`src/design/led_status_blink_generator_top_defines.svh`:
```
// Assertion macros for the status LED blink generator.
`ifndef LED_STATUS_BLINK_GENERATOR_TOP_DEFINES_SVH
`define LED_STATUS_BLINK_GENERATOR_TOP_DEFINES_SVH

`ifndef NO_ASSERTIONS
`define LSBG_ASSERT_IMP(label, ante, cons) \
  label: assert property (@(posedge clk) disable iff (!rst_n) (ante) |-> (cons)) \
    else $error("lsbg assertion failed");
`define LSBG_ASSERT_NXT(label, ante, cons) \
  label: assert property (@(posedge clk) disable iff (!rst_n) (ante) |=> (cons)) \
    else $error("lsbg assertion failed");
`else
`define LSBG_ASSERT_IMP(label, ante, cons)
`define LSBG_ASSERT_NXT(label, ante, cons)
`endif

`endif

```
`src/design/lsbg_pkg.sv`:
```
// Types and constants shared by the status LED blink generator.
package lsbg_pkg;

  localparam int unsigned MODE_W  = 3;
  localparam int unsigned DUTY_W  = 16;
  localparam int unsigned MS_W    = 16;
  localparam int unsigned TICK_W  = 10;
  localparam int unsigned TIMER_W = 17;
  localparam int unsigned INDEX_W = 3;
  localparam int unsigned CFG_IDX_W  = 3;
  localparam int unsigned CFG_DATA_W = 16;

  typedef logic [MODE_W-1:0]     mode_t;
  typedef logic [DUTY_W-1:0]     duty_t;
  typedef logic [MS_W-1:0]       ms_t;
  typedef logic [TICK_W-1:0]     tick_t;
  typedef logic [TIMER_W-1:0]    timer_t;
  typedef logic [INDEX_W-1:0]    pidx_t;
  typedef logic [CFG_IDX_W-1:0]  cfg_idx_t;
  typedef logic [CFG_DATA_W-1:0] cfg_data_t;

  typedef enum logic [MODE_W-1:0] {
    MODE_OFF     = 3'd0,
    MODE_PULSE1  = 3'd1,
    MODE_PULSE2  = 3'd2,
    MODE_PULSE3  = 3'd3,
    MODE_FLASH_A = 3'd4,
    MODE_FLASH_B = 3'd5
  } mode_code_t;

  typedef enum logic [CFG_IDX_W-1:0] {
    CFG_FLASH_ON    = 3'd0,
    CFG_FLASH_OFF   = 3'd1,
    CFG_PULSE_ON    = 3'd2,
    CFG_PULSE_OFF   = 3'd3,
    CFG_GROUP_PAUSE = 3'd4,
    CFG_TICK        = 3'd5,
    CFG_ON_DUTY     = 3'd6
  } cfg_reg_t;

  localparam ms_t   FLASH_ON_RST    = 16'd10;
  localparam ms_t   FLASH_OFF_RST   = 16'd90;
  localparam ms_t   PULSE_ON_RST    = 16'd200;
  localparam ms_t   PULSE_OFF_RST   = 16'd200;
  localparam ms_t   GROUP_PAUSE_RST = 16'd1000;
  localparam tick_t TICK_RST        = 10'd10;
  localparam duty_t ON_DUTY_RST     = 16'd100;

endpackage

```
`src/design/lsbg_in_if.sv`:
```
// Input channel: one status-mode word per tick.
interface lsbg_in_if;
  import lsbg_pkg::*;

  logic  valid;
  logic  ready;
  mode_t status_mode;

  modport source (output valid, output status_mode, input ready);
  modport sink   (input valid, input status_mode, output ready);
endinterface

```
`src/design/lsbg_out_if.sv`:
```
// Result channel: LED A and LED B duty word.
interface lsbg_out_if;
  import lsbg_pkg::*;

  logic  valid;
  logic  ready;
  duty_t led_a_duty;
  duty_t led_b_duty;

  modport source (output valid, output led_a_duty, output led_b_duty, input ready);
  modport sink   (input valid, input led_a_duty, input led_b_duty, output ready);
endinterface

```
`src/design/led_status_blink_generator_top.sv`:
```
// Status LED blink generator: pulse-group and flash patterns to two PWM duty words.
// A result word is registered in the output register, or in the skid register while the output is stalled.
// Throughput: one word per cycle while the skid register is empty; the timers update with a compare and add.
// A skid register keeps input ready while the output is stalled, until it holds a word.
// Reset (rst_n, synchronous): timers, pulse state and flags cleared,
// configuration registers return to their default values.
`include "led_status_blink_generator_top_defines.svh"

module led_status_blink_generator_top (
  input  logic                 clk,
  input  logic                 rst_n,
  lsbg_in_if.sink              in_chan,
  lsbg_out_if.source           out_chan,
  input  logic                 cfg_we,
  input  lsbg_pkg::cfg_idx_t   cfg_idx,
  input  lsbg_pkg::cfg_data_t  cfg_wdata
);
  import lsbg_pkg::*;

  // configuration
  ms_t   flash_on_r, flash_off_r, pulse_on_r, pulse_off_r, group_pause_r;
  tick_t tick_r;
  duty_t on_duty_r;

  // pattern state
  logic   flash_lit_r, pulse_lit_r;
  timer_t flash_el_r, pulse_el_r;
  pidx_t  pulse_idx_r;

  // output and skid stages
  logic  out_v_r, skid_v_r;
  duty_t out_a_r, out_b_r, skid_a_r, skid_b_r;

  logic   accept;
  logic   is_pulse, is_flash_a, is_flash_b;
  logic   f_end, f_lit_nxt;
  timer_t f_el_nxt;
  logic   in_grp, p_end, p_lit_nxt;
  pidx_t  p_idx_nxt;
  timer_t p_el_nxt;
  duty_t  res_a, res_b;

  assign in_chan.ready = !skid_v_r;
  assign accept = in_chan.valid && !skid_v_r;

  always_comb begin
    is_pulse   = 1'b0;
    is_flash_a = 1'b0;
    is_flash_b = 1'b0;
    unique case (in_chan.status_mode)
      MODE_PULSE1, MODE_PULSE2, MODE_PULSE3: is_pulse = 1'b1;
      MODE_FLASH_A: is_flash_a = 1'b1;
      MODE_FLASH_B: is_flash_b = 1'b1;
      default: ;
    endcase
  end

  // flash timer step
  assign f_end     = flash_lit_r ? (flash_el_r >= {1'b0, flash_on_r})
                                 : (flash_el_r >= {1'b0, flash_off_r});
  assign f_lit_nxt = flash_lit_r ^ f_end;
  assign f_el_nxt  = (f_end ? '0 : flash_el_r) + {7'd0, tick_r};

  // pulse group step; group size is the low two mode bits
  assign in_grp = {1'b0, in_chan.status_mode[1:0]} >= pulse_idx_r;

  always_comb begin
    p_lit_nxt = pulse_lit_r;
    p_idx_nxt = pulse_idx_r;
    if (in_grp) begin
      if (pulse_lit_r) begin
        p_end = pulse_el_r >= {1'b0, pulse_on_r};
        if (p_end) begin
          p_lit_nxt = 1'b0;
          p_idx_nxt = pulse_idx_r + 3'd1;
        end
      end else begin
        p_end = pulse_el_r >= {1'b0, pulse_off_r};
        if (p_end) begin
          p_lit_nxt = 1'b1;
        end
      end
    end else begin
      p_end = pulse_el_r >= {1'b0, group_pause_r};
      if (p_end) begin
        p_lit_nxt = 1'b1;
        p_idx_nxt = 3'd1;
      end
    end
  end

  assign p_el_nxt = (p_end ? '0 : pulse_el_r) + {7'd0, tick_r};

  assign res_a = ((is_pulse && p_lit_nxt) || (is_flash_a && f_lit_nxt)) ? on_duty_r : '0;
  assign res_b = (is_flash_b && f_lit_nxt) ? on_duty_r : '0;

  always_ff @(posedge clk) begin
    if (!rst_n) begin
      flash_on_r    <= FLASH_ON_RST;
      flash_off_r   <= FLASH_OFF_RST;
      pulse_on_r    <= PULSE_ON_RST;
      pulse_off_r   <= PULSE_OFF_RST;
      group_pause_r <= GROUP_PAUSE_RST;
      tick_r        <= TICK_RST;
      on_duty_r     <= ON_DUTY_RST;
    end else if (cfg_we) begin
      unique case (cfg_idx)
        CFG_FLASH_ON:    flash_on_r    <= cfg_wdata;
        CFG_FLASH_OFF:   flash_off_r   <= cfg_wdata;
        CFG_PULSE_ON:    pulse_on_r    <= cfg_wdata;
        CFG_PULSE_OFF:   pulse_off_r   <= cfg_wdata;
        CFG_GROUP_PAUSE: group_pause_r <= cfg_wdata;
        CFG_TICK:        tick_r        <= cfg_wdata[TICK_W-1:0];
        CFG_ON_DUTY:     on_duty_r     <= cfg_wdata;
        default: ;
      endcase
    end
  end

  always_ff @(posedge clk) begin
    if (!rst_n) begin
      flash_lit_r <= 1'b0;
      flash_el_r  <= '0;
      pulse_lit_r <= 1'b0;
      pulse_el_r  <= '0;
      pulse_idx_r <= '0;
    end else if (accept) begin
      if (is_flash_a || is_flash_b) begin
        flash_lit_r <= f_lit_nxt;
        flash_el_r  <= f_el_nxt;
      end
      if (is_pulse) begin
        pulse_lit_r <= p_lit_nxt;
        pulse_el_r  <= p_el_nxt;
        pulse_idx_r <= p_idx_nxt;
      end
    end
  end

  always_ff @(posedge clk) begin
    if (!rst_n) begin
      out_v_r  <= 1'b0;
      skid_v_r <= 1'b0;
    end else begin
      if (!out_v_r || out_chan.ready) begin
        out_v_r  <= skid_v_r || accept;
        skid_v_r <= 1'b0;
      end else if (accept) begin
        skid_v_r <= 1'b1;
      end
    end
  end

  always_ff @(posedge clk) begin
    if (!out_v_r || out_chan.ready) begin
      if (skid_v_r) begin
        out_a_r <= skid_a_r;
        out_b_r <= skid_b_r;
      end else if (accept) begin
        out_a_r <= res_a;
        out_b_r <= res_b;
      end
    end else if (accept) begin
      skid_a_r <= res_a;
      skid_b_r <= res_b;
    end
  end

  assign out_chan.valid      = out_v_r;
  assign out_chan.led_a_duty = out_a_r;
  assign out_chan.led_b_duty = out_b_r;

  `LSBG_ASSERT_IMP(a_skid_needs_out, skid_v_r, out_v_r)
  `LSBG_ASSERT_IMP(a_one_led_lit, out_v_r, (out_a_r == '0) || (out_b_r == '0))
  `LSBG_ASSERT_IMP(a_pulse_idx_range, 1'b1, pulse_idx_r <= 3'd4)
  `LSBG_ASSERT_NXT(a_off_holds_state, accept && !is_pulse && !is_flash_a && !is_flash_b,
                   $stable(pulse_el_r) && $stable(flash_el_r) && $stable(pulse_idx_r))
  `LSBG_ASSERT_NXT(a_skid_drains, skid_v_r && out_chan.ready, !skid_v_r)

endmodule
```
`src/flat_wrapper.sv`:
```
// flat-port wrapper written by rule: the top's interface ports become plain ports
module led_status_blink_generator_top_flat import lsbg_pkg::*;
  (clk, rst_n, cfg_we, cfg_idx, cfg_wdata, in_chan_valid, in_chan_status_mode, in_chan_ready, out_chan_valid, out_chan_led_a_duty, out_chan_led_b_duty, out_chan_ready);
  lsbg_in_if in_chan_i ();
  lsbg_out_if out_chan_i ();
  input  logic clk;
  input  logic rst_n;
  input  logic cfg_we;
  input  lsbg_pkg::cfg_idx_t cfg_idx;
  input  lsbg_pkg::cfg_data_t cfg_wdata;
  input wire logic [$bits(in_chan_i.valid)-1:0] in_chan_valid;
  input wire logic [$bits(in_chan_i.status_mode)-1:0] in_chan_status_mode;
  output wire logic [$bits(in_chan_i.ready)-1:0] in_chan_ready;
  output wire logic [$bits(out_chan_i.valid)-1:0] out_chan_valid;
  output wire logic [$bits(out_chan_i.led_a_duty)-1:0] out_chan_led_a_duty;
  output wire logic [$bits(out_chan_i.led_b_duty)-1:0] out_chan_led_b_duty;
  input wire logic [$bits(out_chan_i.ready)-1:0] out_chan_ready;
  assign in_chan_i.valid = in_chan_valid;
  assign in_chan_i.status_mode = in_chan_status_mode;
  assign in_chan_ready = in_chan_i.ready;
  assign out_chan_valid = out_chan_i.valid;
  assign out_chan_led_a_duty = out_chan_i.led_a_duty;
  assign out_chan_led_b_duty = out_chan_i.led_b_duty;
  assign out_chan_i.ready = out_chan_ready;
  led_status_blink_generator_top u_core (.clk(clk), .rst_n(rst_n), .in_chan(in_chan_i), .out_chan(out_chan_i), .cfg_we(cfg_we), .cfg_idx(cfg_idx), .cfg_wdata(cfg_wdata));
endmodule
```
`config.mk`:
```
export PLATFORM = sky130hd
export DESIGN_NAME = led_status_blink_generator_top_flat
export DESIGN_NICKNAME = d
export VERILOG_FILES = /design/src/design/lsbg_pkg.sv /design/src/design/lsbg_in_if.sv /design/src/design/lsbg_out_if.sv /design/src/design/led_status_blink_generator_top.sv /design/src/flat_wrapper.sv
export VERILOG_INCLUDE_DIRS = /design/src /design/src/design
export SDC_FILE = /design/constraint.sdc
export NUM_CORES = 1
export LEC_CHECK = 0
export ABC_CLOCK_PERIOD_IN_PS = 4600
export BUFFER_PORTS_ARGS = -buffer_cell sky130_fd_sc_hd__clkbuf_2
export CAP_MARGIN = 20
export CORE_MARGIN = 5
export CORE_UTILIZATION = 35
export DETAILED_ROUTE_END_ITERATION = 8
export GPL_ROUTABILITY_DRIVEN = 1
export HOLD_SLACK_MARGIN = 0.06
export PLACE_DENSITY = 0.51
export SYNTH_ARGS = -nofsm -noshare
export SYNTH_HDL_FRONTEND = slang
export SYNTH_SLANG_ARGS = --single-unit
export TNS_END_PERCENT = 1
```
`constraint.sdc`:
```
create_clock -name clk -period 4.6 [get_ports clk]
set_input_delay 0.69 -clock clk [delete_from_list [all_inputs] [get_ports clk]]
set_output_delay 0.69 -clock clk [all_outputs]
set_load 0.01 [all_outputs]
```
==> metrics.csv <==
metric,value,unit
outcome,"finished, final reports clean",
crit end category,flip-flop,
overall power,4290,uW
CTS tree,done,
Clock Sink Count,211,
CP Class,reg -> reg,
fillers,3125,
Mapped Nets,1369,
Port Buffer Count,60,
unrepaired setup endpoints after global routing,true,
Ys Warns,0,
antenna violations before repair,0,
Nets,1450,
Post-DRT Antenna Nets,0,
vias per cell,5.020,
"leading cell type in the layout, fill and taps excluded",nand2_1,
top post-synthesis cells by area,"dfxtp_1, edfxtp_1, ha_1",
most frequent cells in the layout,"nand2_1, dfxtp_1, a21oi_1",
Clock transition at path regs,0.06,ns
CP Launch Point,u_core.pulse_el_r[6],
DR pass1 iterations,5,
Worst Path Max Fanout,7,
HP Class,reg -> reg,
Cell Pwr Density,336.2,mW/mm^2
initial drt markers,442,
Worst Setup EP,u_core.pulse_el_r[10],
cell count after placement,1693,
Worst Skew,0.01362,ns
Psw,1049,uW
VDD IR-drop max,0.2604,mV
clock buffer depth,3,
largest net degree at the start of global routing,76,
Synth area leader,dfxtp_1,
minimum clock period,4.343,ns
CTS root buffer,clkbuf_16,
drt total wl,29250,microns
async set-reset flop share out of synthesis,0,%
Worst Max-Slew Pin Slew,1.026,ns
setup bufs post-CTS,0,
htree depth,1,
internal power,3241,uW
core area,0.03131,sq mm
Worst EP required,5.06,ns
fin area,0.01276,sq mm
Seq cells post-synth,211,
r2r startpoint,u_core.pulse_el_r[6],
number of synthesized flops with an enable pin,64,
Total GRT Usage,16.50,%
max cap viols,0,
DR WL/cell,16.83,microns
area grow syn2layout,15.98,%
top flop regs,"u_core.flash_el_r x17, u_core.pulse_el_r x17",
final hold vios,0,
Reg2Reg Setup Slack,0.26,ns
DR DRC count,0,
final setup fails,0,
vias in the first global route,8457,
Leak,0.005137,uW
share of layout cells above drive strength 1,13.32,%
Clock Power Share,46.0,%
Flop pwr share,46.4,%
final period utilization,94.41,%
hold buffer count at cts,0,
max-slew violations,0,
Synth Area per Inst,8.894,sq um
Sw Ratio,24.45,%
Combinational Power Share,7.6,%
post-synthesis cell count,1237,
sequential fraction of the synthesis area,44.22,%
full die area,0.03508,sq mm
Die H,187.3,microns
n_diodes,0,
relative slew slack,31.33,%
Starting Density,35.14,%
GR Overflow Total,0,
R2R cell count,17,
Final Non-Filler Cells,1738,
GP Congestion,0.8429,
detailed-route via count,8724,
"Top FF cell, synth",dfxtp_1,
post-synthesis instance area,0.01100,sq mm
floorplan row count,65,
crit start category,flip-flop,
Yosys cell types,76,
die width,187.3,microns
share of the synthesized area in the top cell type,26.75,%
crit path DAT,4.80,ns
Ports,61,
TritonCTS Buffers,25,
clk_lat worst skew,0.53,ns
post-detail-place hpwl,20930,microns
first-pass GRT wire length,47210,microns
Worst R2R End,u_core.pulse_el_r[10],
placed inst area,0.01193,sq mm
maximum clock frequency,230.3,MHz
==> per-layer routing <==
layer / up-vias / share of wire, % / track usage (%)
met5: - / 0 / 0
met2: 166 / 45 / 26.44
met1: 4069 / 49 / 23.77
met4: 0 / 2.1 / 3.527
met3: 35 / 4.6 / 2.370
li1: 4454 / - / -
==> repair_timing <==
action                     4_1_cts  5_1_grt
gates resized for setup          0        5
setup endpoints to repair        0        8
hold endpoints to repair         0        0
==> worst min-delay path by stage <==
stage	endpoint	cells past startpoint	startpoint	slack (ns)
finish	u_core.flash_off_r[13]	2	u_core.flash_off_r[13]	0.45
global route	u_core.pulse_off_r[5]	2	u_core.pulse_off_r[5]	0.46
CTS	u_core.pulse_off_r[4]	2	u_core.pulse_off_r[4]	0.45
detailed placement	u_core.pulse_off_r[4]	2	u_core.pulse_off_r[4]	0.45
global placement	u_core.flash_off_r[10]	2	u_core.flash_off_r[10]	0.44
floorplan	u_core.flash_el_r[0]	2	u_core.flash_el_r[0]	0.44
==> power by group through the flow <==
| stage | Clock [uW] | Combinational (uW) | Sequential (uW) |
|---|---|---|---|
| 6_report | 1980 | 325 | 1990 |
| 5_1_grt | 2090 | 365 | 1990 |
| 4_1_cts | 2020 | 329 | 1990 |
| 3_3_place_gp | 0 | 324 | 2030 |
| 3_5_place_dp | 0 | 327 | 2030 |
| 2_1_floorplan | 0 | 188 | 2030 |
==> cell usage after synthesis (14+ instances only) <==
library cell  count
edfxtp_1         64
ha_1            103
nor2b_1          42
mux2_2           17
clkbuf_1         37
a21oi_1         140
o211ai_1         20
nand3_1          30
o21ai_0          23
nor3_1           14
nor2_1           64
inv_1            87
a211oi_1         14
mux2i_1          16
and2_1           18
dfxtp_1         147
nand2_1         252
==> per-stage QoR <==
step                hold WS [ns]  setup TNS (ns)  setup WS (ns)  util, %
finish                    0.4529               0         0.2570    40.75
global route              0.4647        -0.03397       -0.03397    40.75
CTS                       0.4550               0         0.1062    40.68
detailed placement        0.4468               0      0.0009996    38.09
global placement          0.4411               0        0.03660    38.09
floorplan                 0.4363               0         0.2278        -
==> critical path, cell delays in order, from the launching register on <==
cell,delay [ns]
dfxtp_2,0.35
ha_1,0.35
a21o_1,0.20
a221o_1,0.36
a211oi_2,0.24
o211ai_2,0.15
o22ai_4,0.21
nor2_4,0.08
buf_4,0.16
nor2b_1,0.12
ha_1,0.29
a21o_1,0.20
a211oi_1,0.22
nor2_1,0.09
o41a_1,0.35
a311o_1,0.35
or3b_1,0.37
a31oi_1,0.16
==> cell type report <==
type | count | area [sq um] | share of cell area [%]
Clock inverter | 17 | 173.9 | 1.363
Timing Repair Buffer | 101 | 608.1 | 4.766
Sequential cell | 211 | 4866 | 38.14
Inverter | 89 | 335.3 | 2.628
Clock buffer | 28 | 636.9 | 4.991
Multi-Input combinational cell | 890 | 5637 | 44.18
Tap cell | 402 | 503.0 | 3.942
==> cells by family (layout without fill, tap and decap cells) <==
logic type	Yosys count	in the layout	share of synthesized area (%)
flops	211	211	44.22
simple gates	476	476	19.79
xor+xnor	15	15	1.194
buf+inv	136	235	4.913
compound gates	261	261	14.61
mux	33	33	3.196
fa+ha+maj	105	105	12.08
Power figures use the tool's default switching activity.
